File: src/hw/rtl/gclf_pkg.sv
`timescale 1ns / 1ps

package gclf_pkg;

	localparam int LINE_W   = 31;
	localparam int XOR_W    = 7;
	localparam int PEND_W   = 5;
	localparam int CNT_W    = 5;
	localparam int DIG_N    = 10;
	localparam int DIG_W    = 4;
	localparam int UPC_W    = 5;
	localparam int SPACE_BUDGET = 16;

	localparam logic [7:0] CH_SPACE = 8'h20;
	localparam logic [7:0] CH_N     = 8'h4E;
	localparam logic [7:0] CH_STAR  = 8'h2A;
	localparam logic [7:0] CH_SEMI  = 8'h3B;
	localparam logic [7:0] CH_CR    = 8'h0D;
	localparam logic [7:0] CH_LF    = 8'h0A;
	localparam logic [7:0] CH_ZERO  = 8'h30;
	localparam logic [7:0] CH_LOW   = 8'h2A;
	localparam logic [7:0] CH_HIGH  = 8'h7A;

	localparam logic [UPC_W-1:0] PC_FETCH  = 5'd0;
	localparam logic [UPC_W-1:0] PC_HCONV  = 5'd3;
	localparam logic [UPC_W-1:0] PC_HDIG   = 5'd5;
	localparam logic [UPC_W-1:0] PC_BODY   = 5'd7;
	localparam logic [UPC_W-1:0] PC_FLUSH  = 5'd8;
	localparam logic [UPC_W-1:0] PC_UPDATE = 5'd9;
	localparam logic [UPC_W-1:0] PC_TAIL   = 5'd11;
	localparam logic [UPC_W-1:0] PC_TCONV  = 5'd14;
	localparam logic [UPC_W-1:0] PC_TDIG   = 5'd16;
	localparam logic [UPC_W-1:0] PC_END    = 5'd19;

	typedef enum logic [3:0] {
		A_NONE,
		A_FETCH,
		A_LOAD_LINE,
		A_LOAD_XOR,
		A_CONV,
		A_DIG_INIT,
		A_DIG,
		A_PREP,
		A_SPC,
		A_UPDATE,
		A_END
	} act_t;

	typedef enum logic [2:0] {
		SRC_SPACE,
		SRC_N,
		SRC_STAR,
		SRC_CR,
		SRC_LF,
		SRC_DIGIT,
		SRC_BYTE
	} src_t;

	typedef enum logic [3:0] {
		C_NEVER,
		C_ALWAYS,
		C_HDR_DONE,
		C_CONV_MORE,
		C_DIG_MORE,
		C_NO_FLUSH,
		C_SPC_MORE,
		C_NO_KEEP,
		C_NOT_LAST
	} cond_t;

	typedef struct packed {
		logic             emit;
		src_t             src;
		act_t             act;
		cond_t            cond;
		logic [UPC_W-1:0] tgt;
	} ctl_t;

	typedef struct packed {
		logic hdr_done;
		logic conv_more;
		logic dig_more;
		logic no_flush;
		logic spc_more;
		logic no_keep;
		logic not_last;
	} flags_t;

	function automatic ctl_t ucode(input logic [UPC_W-1:0] a);
		ctl_t w;
		w = '{1'b0, SRC_SPACE, A_NONE, C_NEVER, PC_FETCH};
		case (a)
			5'd0:  w = '{1'b0, SRC_SPACE, A_FETCH,     C_HDR_DONE,  PC_BODY};
			5'd1:  w = '{1'b1, SRC_SPACE, A_NONE,      C_NEVER,     PC_FETCH};
			5'd2:  w = '{1'b1, SRC_N,     A_LOAD_LINE, C_NEVER,     PC_FETCH};
			5'd3:  w = '{1'b0, SRC_SPACE, A_CONV,      C_CONV_MORE, PC_HCONV};
			5'd4:  w = '{1'b0, SRC_SPACE, A_DIG_INIT,  C_NEVER,     PC_FETCH};
			5'd5:  w = '{1'b1, SRC_DIGIT, A_DIG,       C_DIG_MORE,  PC_HDIG};
			5'd6:  w = '{1'b1, SRC_SPACE, A_NONE,      C_NEVER,     PC_FETCH};
			5'd7:  w = '{1'b0, SRC_SPACE, A_PREP,      C_NO_FLUSH,  PC_UPDATE};
			5'd8:  w = '{1'b1, SRC_SPACE, A_SPC,       C_SPC_MORE,  PC_FLUSH};
			5'd9:  w = '{1'b0, SRC_SPACE, A_UPDATE,    C_NO_KEEP,   PC_TAIL};
			5'd10: w = '{1'b1, SRC_BYTE,  A_NONE,      C_NEVER,     PC_FETCH};
			5'd11: w = '{1'b0, SRC_SPACE, A_NONE,      C_NOT_LAST,  PC_END};
			5'd12: w = '{1'b1, SRC_SPACE, A_NONE,      C_NEVER,     PC_FETCH};
			5'd13: w = '{1'b1, SRC_STAR,  A_LOAD_XOR,  C_NEVER,     PC_FETCH};
			5'd14: w = '{1'b0, SRC_SPACE, A_CONV,      C_CONV_MORE, PC_TCONV};
			5'd15: w = '{1'b0, SRC_SPACE, A_DIG_INIT,  C_NEVER,     PC_FETCH};
			5'd16: w = '{1'b1, SRC_DIGIT, A_DIG,       C_DIG_MORE,  PC_TDIG};
			5'd17: w = '{1'b1, SRC_CR,    A_NONE,      C_NEVER,     PC_FETCH};
			5'd18: w = '{1'b1, SRC_LF,    A_NONE,      C_NEVER,     PC_FETCH};
			5'd19: w = '{1'b0, SRC_SPACE, A_END,       C_ALWAYS,    PC_FETCH};
			default: w = '{1'b0, SRC_SPACE, A_END,     C_ALWAYS,    PC_FETCH};
		endcase
		return w;
	endfunction

endpackage

File: src/hw/rtl/gclf_seq.sv
`timescale 1ns / 1ps

module gclf_seq (
	input  logic            clk,
	input  logic            arst_n,
	input  logic            go,
	input  gclf_pkg::flags_t flags,
	output gclf_pkg::ctl_t  cw
);

	logic [gclf_pkg::UPC_W-1:0] upc_q;
	logic                       take;

	assign cw = gclf_pkg::ucode(upc_q);

	always_comb begin
		case (cw.cond)
			gclf_pkg::C_NEVER:     take = 1'b0;
			gclf_pkg::C_ALWAYS:    take = 1'b1;
			gclf_pkg::C_HDR_DONE:  take = flags.hdr_done;
			gclf_pkg::C_CONV_MORE: take = flags.conv_more;
			gclf_pkg::C_DIG_MORE:  take = flags.dig_more;
			gclf_pkg::C_NO_FLUSH:  take = flags.no_flush;
			gclf_pkg::C_SPC_MORE:  take = flags.spc_more;
			gclf_pkg::C_NO_KEEP:   take = flags.no_keep;
			gclf_pkg::C_NOT_LAST:  take = flags.not_last;
			default:               take = 1'b0;
		endcase
	end

	always_ff @(posedge clk or negedge arst_n) begin
		if (!arst_n) begin
			upc_q <= gclf_pkg::PC_FETCH;
		end else if (go) begin
			upc_q <= take ? cw.tgt : upc_q + 1'b1;
		end
	end

endmodule

File: src/hw/rtl/gclf_b2d.sv
`timescale 1ns / 1ps

module gclf_b2d (
	input  logic                           clk,
	input  logic                           arst_n,
	input  logic                           go,
	input  gclf_pkg::act_t                 act,
	input  logic [gclf_pkg::LINE_W-1:0]    line_val,
	input  logic [gclf_pkg::XOR_W-1:0]     xor_val,
	output logic                           conv_more,
	output logic                           dig_more,
	output logic [gclf_pkg::DIG_W-1:0]     digit
);

	logic [gclf_pkg::LINE_W-1:0]                       bin_q;
	logic [gclf_pkg::DIG_N-1:0][gclf_pkg::DIG_W-1:0]   bcd_q;
	logic [gclf_pkg::DIG_N-1:0][gclf_pkg::DIG_W-1:0]   adj;
	logic [gclf_pkg::DIG_N*gclf_pkg::DIG_W-1:0]        adj_flat;
	logic [gclf_pkg::CNT_W-1:0]                        cnt_q;
	logic [gclf_pkg::DIG_W-1:0]                        dig_q;
	logic [gclf_pkg::DIG_W-1:0]                        lead;

	always_comb begin
		for (int i = 0; i < gclf_pkg::DIG_N; i++) begin
			adj[i] = (bcd_q[i] >= 4'd5) ? bcd_q[i] + 4'd3 : bcd_q[i];
		end
	end

	assign adj_flat = adj;

	always_comb begin
		lead = '0;
		for (int i = 0; i < gclf_pkg::DIG_N; i++) begin
			if (bcd_q[i] != '0) begin
				lead = gclf_pkg::DIG_W'(i);
			end
		end
	end

	assign conv_more = (cnt_q != 5'd1);
	assign dig_more  = (dig_q != '0);
	assign digit     = bcd_q[dig_q];

	always_ff @(posedge clk) begin
		if (go) begin
			case (act)
				gclf_pkg::A_LOAD_LINE: begin
					bin_q <= line_val;
					bcd_q <= '0;
				end
				gclf_pkg::A_LOAD_XOR: begin
					bin_q <= {xor_val, (gclf_pkg::LINE_W - gclf_pkg::XOR_W)'(0)};
					bcd_q <= '0;
				end
				gclf_pkg::A_CONV: begin
					bin_q <= {bin_q[gclf_pkg::LINE_W-2:0], 1'b0};
					bcd_q <= {adj_flat[gclf_pkg::DIG_N*gclf_pkg::DIG_W-2:0],
						bin_q[gclf_pkg::LINE_W-1]};
				end
				default: begin
				end
			endcase
		end
	end

	always_ff @(posedge clk or negedge arst_n) begin
		if (!arst_n) begin
			cnt_q <= '0;
			dig_q <= '0;
		end else if (go) begin
			case (act)
				gclf_pkg::A_LOAD_LINE: cnt_q <= gclf_pkg::CNT_W'(gclf_pkg::LINE_W);
				gclf_pkg::A_LOAD_XOR:  cnt_q <= gclf_pkg::CNT_W'(gclf_pkg::XOR_W);
				gclf_pkg::A_CONV:      cnt_q <= cnt_q - 1'b1;
				gclf_pkg::A_DIG_INIT:  dig_q <= lead;
				gclf_pkg::A_DIG:       dig_q <= dig_q - 1'b1;
				default: begin
				end
			endcase
		end
	end

endmodule

File: src/hw/rtl/gclf_out.sv
`timescale 1ns / 1ps

module gclf_out (
	input  logic       clk,
	input  logic       arst_n,
	input  logic       push,
	input  logic [7:0] push_byte,
	input  logic       push_ll,
	input  logic       fin,
	output logic       busy,
	output logic [7:0] out_byte,
	output logic       run_last,
	output logic       line_last,
	output logic       out_valid,
	input  logic       out_ready
);

	logic [7:0] hold_q;
	logic       hold_ll_q;
	logic       hold_v_q;
	logic       ov_q;
	logic [7:0] ob_q;
	logic       rl_q;
	logic       ll_q;
	logic       load;

	assign busy      = hold_v_q && ov_q && !out_ready;
	assign load      = (push || fin) && hold_v_q;
	assign out_byte  = ob_q;
	assign run_last  = rl_q;
	assign line_last = ll_q;
	assign out_valid = ov_q;

	always_ff @(posedge clk) begin
		if (push) begin
			hold_q    <= push_byte;
			hold_ll_q <= push_ll;
		end
		if (load) begin
			ob_q <= hold_q;
			rl_q <= fin;
			ll_q <= fin && hold_ll_q;
		end
	end

	always_ff @(posedge clk or negedge arst_n) begin
		if (!arst_n) begin
			hold_v_q <= 1'b0;
			ov_q     <= 1'b0;
		end else begin
			if (push) begin
				hold_v_q <= 1'b1;
			end else if (fin) begin
				hold_v_q <= 1'b0;
			end
			if (load) begin
				ov_q <= 1'b1;
			end else if (out_ready) begin
				ov_q <= 1'b0;
			end
		end
	end

	a_no_overwrite: assert property (@(posedge clk) disable iff (!arst_n)
		load |-> (!ov_q || out_ready))
		else $error("Held byte moved onto an output that has not transferred.");

	a_fin_empties: assert property (@(posedge clk) disable iff (!arst_n)
		fin |=> !hold_v_q)
		else $error("Hold stage still full after the end of a step.");

	a_push_fills: assert property (@(posedge clk) disable iff (!arst_n)
		push |=> hold_v_q)
		else $error("Hold stage empty after a byte was pushed.");

endmodule

File: src/hw/rtl/gcode_line_framer_unit.sv
`timescale 1ns / 1ps
// Each emitted byte enters a hold stage and moves to the output register with the next push
// or at the end of the step; the input is taken again only at the fetch step.
// The sequencer stalls an emitting step while the output is held up; the first item of a line
// adds a 31-step decimal pass on the line number, the last item a pass on the checksum.
// Each emitted byte costs one microcode step; the shared decimal unit sets the long steps.
// Reset clears the sequencer, the line state and both output stages; no clearing pass.

module gcode_line_framer_unit #(
	parameter int MAX_PENDING_SPACES = 16
) (
	input  logic                        clk,
	input  logic                        arst_n,
	input  logic                        in_valid,
	output logic                        in_ready,
	input  logic [7:0]                  in_byte,
	input  logic                        byte_valid,
	input  logic [gclf_pkg::LINE_W-1:0] line_number,
	input  logic                        end_of_command,
	output logic                        out_valid,
	input  logic                        out_ready,
	output logic [7:0]                  out_byte,
	output logic                        run_last,
	output logic                        line_last
);

	gclf_pkg::ctl_t   cw;
	gclf_pkg::flags_t flags;

	logic [7:0]                  byte_q;
	logic                        bval_q;
	logic [gclf_pkg::LINE_W-1:0] line_q;
	logic                        last_q;

	logic                         in_line_q;
	logic                         cmt_q;
	logic [gclf_pkg::PEND_W-1:0]  pend_q;
	logic [gclf_pkg::XOR_W-1:0]   xor_q;
	logic                         xstop_q;
	logic [gclf_pkg::PEND_W-1:0]  spc_q;

	logic                        accept;
	logic                        busy;
	logic                        go;
	logic                        push;
	logic                        fin;
	logic [7:0]                  push_byte;
	logic [gclf_pkg::DIG_W-1:0]  digit;
	logic                        conv_more;
	logic                        dig_more;
	logic                        proc_b;
	logic                        other_b;
	logic                        keep_b;

	assign in_ready = (cw.act == gclf_pkg::A_FETCH);
	assign accept   = in_valid && in_ready;
	assign go       = in_ready ? in_valid : !((cw.emit || cw.act == gclf_pkg::A_END) && busy);
	assign push     = go && cw.emit;
	assign fin      = go && (cw.act == gclf_pkg::A_END);

	always_comb begin
		proc_b  = bval_q && !cmt_q;
		other_b = proc_b && (byte_q != gclf_pkg::CH_SEMI) && (byte_q != gclf_pkg::CH_SPACE);
		keep_b  = other_b && (byte_q inside {[gclf_pkg::CH_LOW:gclf_pkg::CH_HIGH]});
	end

	always_comb begin
		flags.hdr_done  = in_line_q;
		flags.conv_more = conv_more;
		flags.dig_more  = dig_more;
		flags.no_flush  = !(other_b && pend_q != '0);
		flags.spc_more  = (spc_q != 5'd1);
		flags.no_keep   = !keep_b;
		flags.not_last  = !last_q;
	end

	always_comb begin
		case (cw.src)
			gclf_pkg::SRC_SPACE: push_byte = gclf_pkg::CH_SPACE;
			gclf_pkg::SRC_N:     push_byte = gclf_pkg::CH_N;
			gclf_pkg::SRC_STAR:  push_byte = gclf_pkg::CH_STAR;
			gclf_pkg::SRC_CR:    push_byte = gclf_pkg::CH_CR;
			gclf_pkg::SRC_LF:    push_byte = gclf_pkg::CH_LF;
			gclf_pkg::SRC_DIGIT: push_byte = gclf_pkg::CH_ZERO | {4'h0, digit};
			gclf_pkg::SRC_BYTE:  push_byte = byte_q;
			default:             push_byte = gclf_pkg::CH_SPACE;
		endcase
	end

	always_ff @(posedge clk) begin
		if (accept) begin
			byte_q <= in_byte;
			bval_q <= byte_valid;
			line_q <= line_number;
		end
	end

	always_ff @(posedge clk or negedge arst_n) begin
		if (!arst_n) begin
			last_q    <= 1'b0;
			in_line_q <= 1'b0;
			cmt_q     <= 1'b0;
			pend_q    <= '0;
			xor_q     <= '0;
			xstop_q   <= 1'b0;
			spc_q     <= '0;
		end else begin
			if (accept) begin
				last_q    <= end_of_command;
				in_line_q <= 1'b1;
			end
			if (push && !xstop_q) begin
				if (push_byte == gclf_pkg::CH_STAR) begin
					xstop_q <= 1'b1;
				end else begin
					xor_q <= xor_q ^ push_byte[gclf_pkg::XOR_W-1:0];
				end
			end
			if (go) begin
				case (cw.act)
					gclf_pkg::A_PREP: begin
						spc_q <= (pend_q > gclf_pkg::PEND_W'(gclf_pkg::SPACE_BUDGET)) ?
							gclf_pkg::PEND_W'(gclf_pkg::SPACE_BUDGET) : pend_q;
					end
					gclf_pkg::A_SPC: spc_q <= spc_q - 1'b1;
					gclf_pkg::A_UPDATE: begin
						if (proc_b) begin
							if (byte_q == gclf_pkg::CH_SEMI) begin
								cmt_q <= 1'b1;
							end else if (byte_q == gclf_pkg::CH_SPACE) begin
								if (pend_q < gclf_pkg::PEND_W'(MAX_PENDING_SPACES)) begin
									pend_q <= pend_q + 1'b1;
								end
							end else begin
								pend_q <= '0;
							end
						end
					end
					gclf_pkg::A_END: begin
						if (last_q) begin
							in_line_q <= 1'b0;
							cmt_q     <= 1'b0;
							pend_q    <= '0;
							xor_q     <= '0;
							xstop_q   <= 1'b0;
						end
					end
					default: begin
					end
				endcase
			end
		end
	end

	gclf_seq u_seq (
		.clk    (clk),
		.arst_n (arst_n),
		.go     (go),
		.flags  (flags),
		.cw     (cw)
	);

	gclf_b2d u_b2d (
		.clk       (clk),
		.arst_n    (arst_n),
		.go        (go),
		.act       (cw.act),
		.line_val  (line_q),
		.xor_val   (xor_q),
		.conv_more (conv_more),
		.dig_more  (dig_more),
		.digit     (digit)
	);

	gclf_out u_out (
		.clk       (clk),
		.arst_n    (arst_n),
		.push      (push),
		.push_byte (push_byte),
		.push_ll   (cw.src == gclf_pkg::SRC_LF),
		.fin       (fin),
		.busy      (busy),
		.out_byte  (out_byte),
		.run_last  (run_last),
		.line_last (line_last),
		.out_valid (out_valid),
		.out_ready (out_ready)
	);

	a_line_last_ends_run: assert property (@(posedge clk) disable iff (!arst_n)
		out_valid && line_last |-> run_last)
		else $error("Line end marked on a byte that does not end its run.");

	a_fetch_leaves: assert property (@(posedge clk) disable iff (!arst_n)
		accept |=> !in_ready)
		else $error("Sequencer still fetching after an input transfer.");

	a_digit_decimal: assert property (@(posedge clk) disable iff (!arst_n)
		push && cw.src == gclf_pkg::SRC_DIGIT |-> digit <= 4'd9)
		else $error("Decimal unit produced a digit above nine.");

	a_xor_frozen: assert property (@(posedge clk) disable iff (!arst_n)
		xstop_q && !fin |=> xstop_q && $stable(xor_q))
		else $error("Checksum changed after the first star.");

endmodule

File: config.mk
export PLATFORM = sky130hd
export DESIGN_NAME = gcode_line_framer_unit
export DESIGN_NICKNAME = d
export VERILOG_FILES = /design/src/hw/rtl/gclf_pkg.sv /design/src/hw/rtl/gclf_seq.sv /design/src/hw/rtl/gclf_b2d.sv /design/src/hw/rtl/gclf_out.sv /design/src/hw/rtl/gcode_line_framer_unit.sv
export SDC_FILE = /design/constraint.sdc
export NUM_CORES = 1
export LEC_CHECK = 0
export CORE_ASPECT_RATIO = 1.25
export CORE_MARGIN = 2
export CORE_UTILIZATION = 49
export DETAILED_ROUTE_END_ITERATION = 7
export DONT_BUFFER_PORTS = 1
export PLACE_DENSITY = 0.65
export SKIP_CTS_REPAIR_TIMING = 1
export SYNTH_ARGS = -nofsm -noshare
export SYNTH_HDL_FRONTEND = slang
export SYNTH_SLANG_ARGS = --single-unit
File: constraint.sdc
create_clock -name clk -period 8.9 [get_ports clk]
set_input_delay 0.445 -clock clk [delete_from_list [all_inputs] [get_ports clk]]
set_output_delay 0.445 -clock clk [all_outputs]
set_load 0.05 [all_outputs]
==> implementation parameters <==
Parameter                              Value

Run status
  Result of the run    complete, no violations

Yosys
  Number of flops mapped to enable cells by yosys    130
  Mux share of post-synthesis cell area    3.708%
  Synth Area per Inst    ~11 um^2
  Parity-gate share of the synthesized area counting xor and xnor cells    2.203%
  Main flop type after synthesis    sky130_fd_sc_hd__edfxtp_1
  Asr flop ratio synth    between 20 and 25%
  Area contributors post-synth    sky130_fd_sc_hd__edfxtp_1 (43%), sky130_fd_sc_hd__dfrtp_1 (10%), sky130_fd_sc_hd__ha_1 (4.8%)
  Synthesis Warnings    0
  Share of Yosys cell area claimed by the top area cell type    a little over two fifths
  Most frequent cell after synthesis    sky130_fd_sc_hd__edfxtp_1
  Instance count of the mapped netlist    811
  Dominant cell type by area after synthesis    sky130_fd_sc_hd__edfxtp_1
  Nets in the synthesized netlist    between 800 and 900
  Synthesized-area fraction occupied by adder cells    4.789%
  Number of storage elements in the synthesis netlist    167
  Sequential area share after synthesis    52.81%
  Synth cell count leaders    sky130_fd_sc_hd__edfxtp_1 (130), sky130_fd_sc_hd__nor2_1 (86), sky130_fd_sc_hd__nand2_1 (69)
  Compound-Gate Fraction of Synth Area    16.55%
  Count of unique library cells instantiated by Yosys    94
  Area share of and/or/nand/nor cells after synthesis    15.98%
  Combinational family with the most area after synthesis    compound AO/OA/AOI/OAI gates
  Post-Synthesis Cell Area    a little over 9000 um^2

Placement
  HPWL reported at the end of detailed placement    about 14000 um
  Port bufs    0
  Routability cong.    around 0.87

GRT
  Antenna violations before repair    0
  Wire length of the first global-routing pass    31010 um
  Maximum number of pins on one net before global-route repair    80
  Global Route Usage Sum    19.97%
  Vias in the first global route    6013
  Total grt overflow    0

Detailed routing
  Number of optimization iterations in the first detailed-route pass    5
  Routed vias/inst    roughly 6
  Average wire per standard cell    18.63 um
  Post-route DRC    0
  Post-route antenna net violation count    0
  Vias    6329
  Count of routing violations after the opening detailed-route iteration    between 500 and 600
  Sum of routed wire length over all layers    19480 um

Worst setup path
  Critical path capture point type    register
  Cell with the largest stage delay on the worst path    sky130_fd_sc_hd__dfrtp_1
  Crit-path most repeated cell    sky130_fd_sc_hd__a211oi_4
  Worst setup path class    reg2reg
  Maximum net fanout on the critical path    79
  Required time reported for the critical path endpoint    8.94 ns
  Critical path startpoint category    register
  Max incr delay on CP    1.14 ns
  Worst path cell trace    xnor2_1 -> a211oi_4 -> o2111ai_4 -> clkinv_4 -> a211oi_4 -> nor4_4 -> buf_4
  Worst EP arrival    3.99 ns

Timing
  Final hold violations    0
  Share of the cycle needed by the critical path after routing    44.33%
  Slew Limit Headroom    19.61%
  Post-layout min period    3.946 ns
  Final setup skew    0.01279 ns
  Post-Route Setup TNS    0 ns
  Setup repair after global routing missed its margin    no
  Final number of max-transition violations    0
  Upper clock frequency limit    253.5 MHz
  Transition at the pin with the smallest max-transition slack    1.206 ns
  Setup-violating endpoint count in the final report    0

Floorplan
  Die height    156.7 um
  Die boundary width    126.2 um
  DIE AREA    between 15000 and 20000 um^2
  Core area    18170 um^2
  Initial standard-cell utilization of the core    50.34%
  Number of cell rows    55
  Top Ports    57

Clock tree
  CTS tree    built
  Count of clock tree sinks    ~170
  Clk pin slew, worst setup/hold paths    0.07 ns
  Clk Tree Root Cell    sky130_fd_sc_hd__clkbuf_16
  CTS H-tree lvls    4
  Number of buffers added by the clock tree synthesis step    17
  Clock latency at the later pin of the worst-skew pair    0.43 ns
  Maximum root-to-sink buffer count    2

Layout
  Area growth syn-to-layout    7.935%
  Final nets    roughly 900
  Final antenna diode count    0
  Fraction of layout cells with a size suffix above 1    under 10%

Worst hold path
  Type of the worst min-delay path    in2reg

Run
  Max-cap violations    0
critical path: cells and delay by family, from the launching register on:
kind / cells / cell delay [ns]
buf+inv: 2 / 0.97
simple gates: 1 / 0.22
xor+xnor: 1 / 0.29
flops: 1 / 1.14
compound gates: 3 / 0.84
cell usage in the layout (no fill, tap or decap), drive strengths merged, types with 3 or more instances in the layout:
cell        n
a211o       5
a211oi     11
a21o        5
a21oi      68
a22o       24
a22oi       9
a31oi       6
a32oi       3
and2        7
and4bb      4
buf         5
clkbuf     18
clkinv      7
clkinvlp    3
dfrtp      37
edfxtp    130
ha         35
inv        48
mux2        4
mux2i      11
mux4        8
nand2      69
nand2b     17
nand3      18
nand4      10
nor2       87
nor2b       6
nor3       20
nor3b       9
nor4        8
nor4b       4
o211ai      6
o21a        6
o21ai      32
o221ai      3
or3         3
xnor2      15
xor2        8
logic make-up (layout without fill, tap and decap cells):
kind of cell | count (synthesis) | after routing
AOI/OAI and AO/OA | 211 | 211
adders and majority gates | 35 | 35
xor gates and xnor gates | 23 | 23
muxes | 23 | 23
DFF | 167 | 167
buffers and inverters | 76 | 83
and+or+nand+nor | 276 | 276
state kept, by name (all words and copies together), names as in the netlist, 7 cells and up:
register and count:
xor_q 7, u_b2d.bin_q 31, line_q 31, u_out.hold_q 8, u_b2d.bcd_q 40, u_out.out_byte 8
byte_q 8
final timing paths:
kind / from / to / slack [ns] / cells past startpoint
setup / recovery: u_seq.upc_q[3]$_DFFE_PN0N_ / u_b2d.bcd_q[37]$_SDFFCE_PP0P_ / 4.95 / 7
hold / removal: byte_valid / bval_q$_DFFE_PP_ / 0.11 / 0
setup reg to reg: u_seq.upc_q[3]$_DFFE_PN0N_ / u_b2d.bcd_q[37]$_SDFFCE_PP0P_ / 4.95 / 7
hold reg to reg: u_out.hold_q[7]$_DFFE_PN_ / u_out.out_byte[7]$_DFFE_PP_ / 0.42 / 0
max in group asynchronous: arst_n / u_b2d.dig_q[0]$_DFFE_PN0P_ / 8.18 / 2
min in group asynchronous: arst_n / last_q$_DFFE_PN0P_ / 0.52 / 2
per-stage QoR:
step | util [%] | area, um^2 | setup WS [ns] | hold WS, ns | std cells
3_3_place_gp | 51.10 | 9283 | 5.073 | 0.1505 | 1012
5_1_grt | 54.33 | 9871 | 4.679 | 0.09563 | 1046
6_report | 54.33 | 9871 | 4.954 | 0.1096 | 1046
2_1_floorplan | - | 9145 | 3.652 | 0.1494 | 811
3_5_place_dp | 51.10 | 9283 | 4.950 | 0.1507 | 1012
4_1_cts | 54.13 | 9833 | 4.944 | -0.3028 | 1044
final cells by class:
type                            count  area (um^2)
Inverter                           45        173.9
Clock inverter                     14        121.4
Fill cell                        1595         8297
Tap cell                          228        285.3
Sequential cell                   167         4830
Timing Repair Buffer                6        67.56
Clock buffer                       18        429.2
Multi-Input combinational cell    568         3964
metal layers:
layer | routed length, um | global-route usage, % | share of wire, %
met1 | 8800 | 26.47 | 45
met3 | 846 | 4.103 | 4.3
met5 | 0 | 0 | 0
met4 | 451 | 8.163 | 2.3
met2 | 9386 | 32.26 | 48
Power is left out: the tool's default activity adds up to more than one toggle a clock period on the data nets, which glitch-free logic cannot reach.
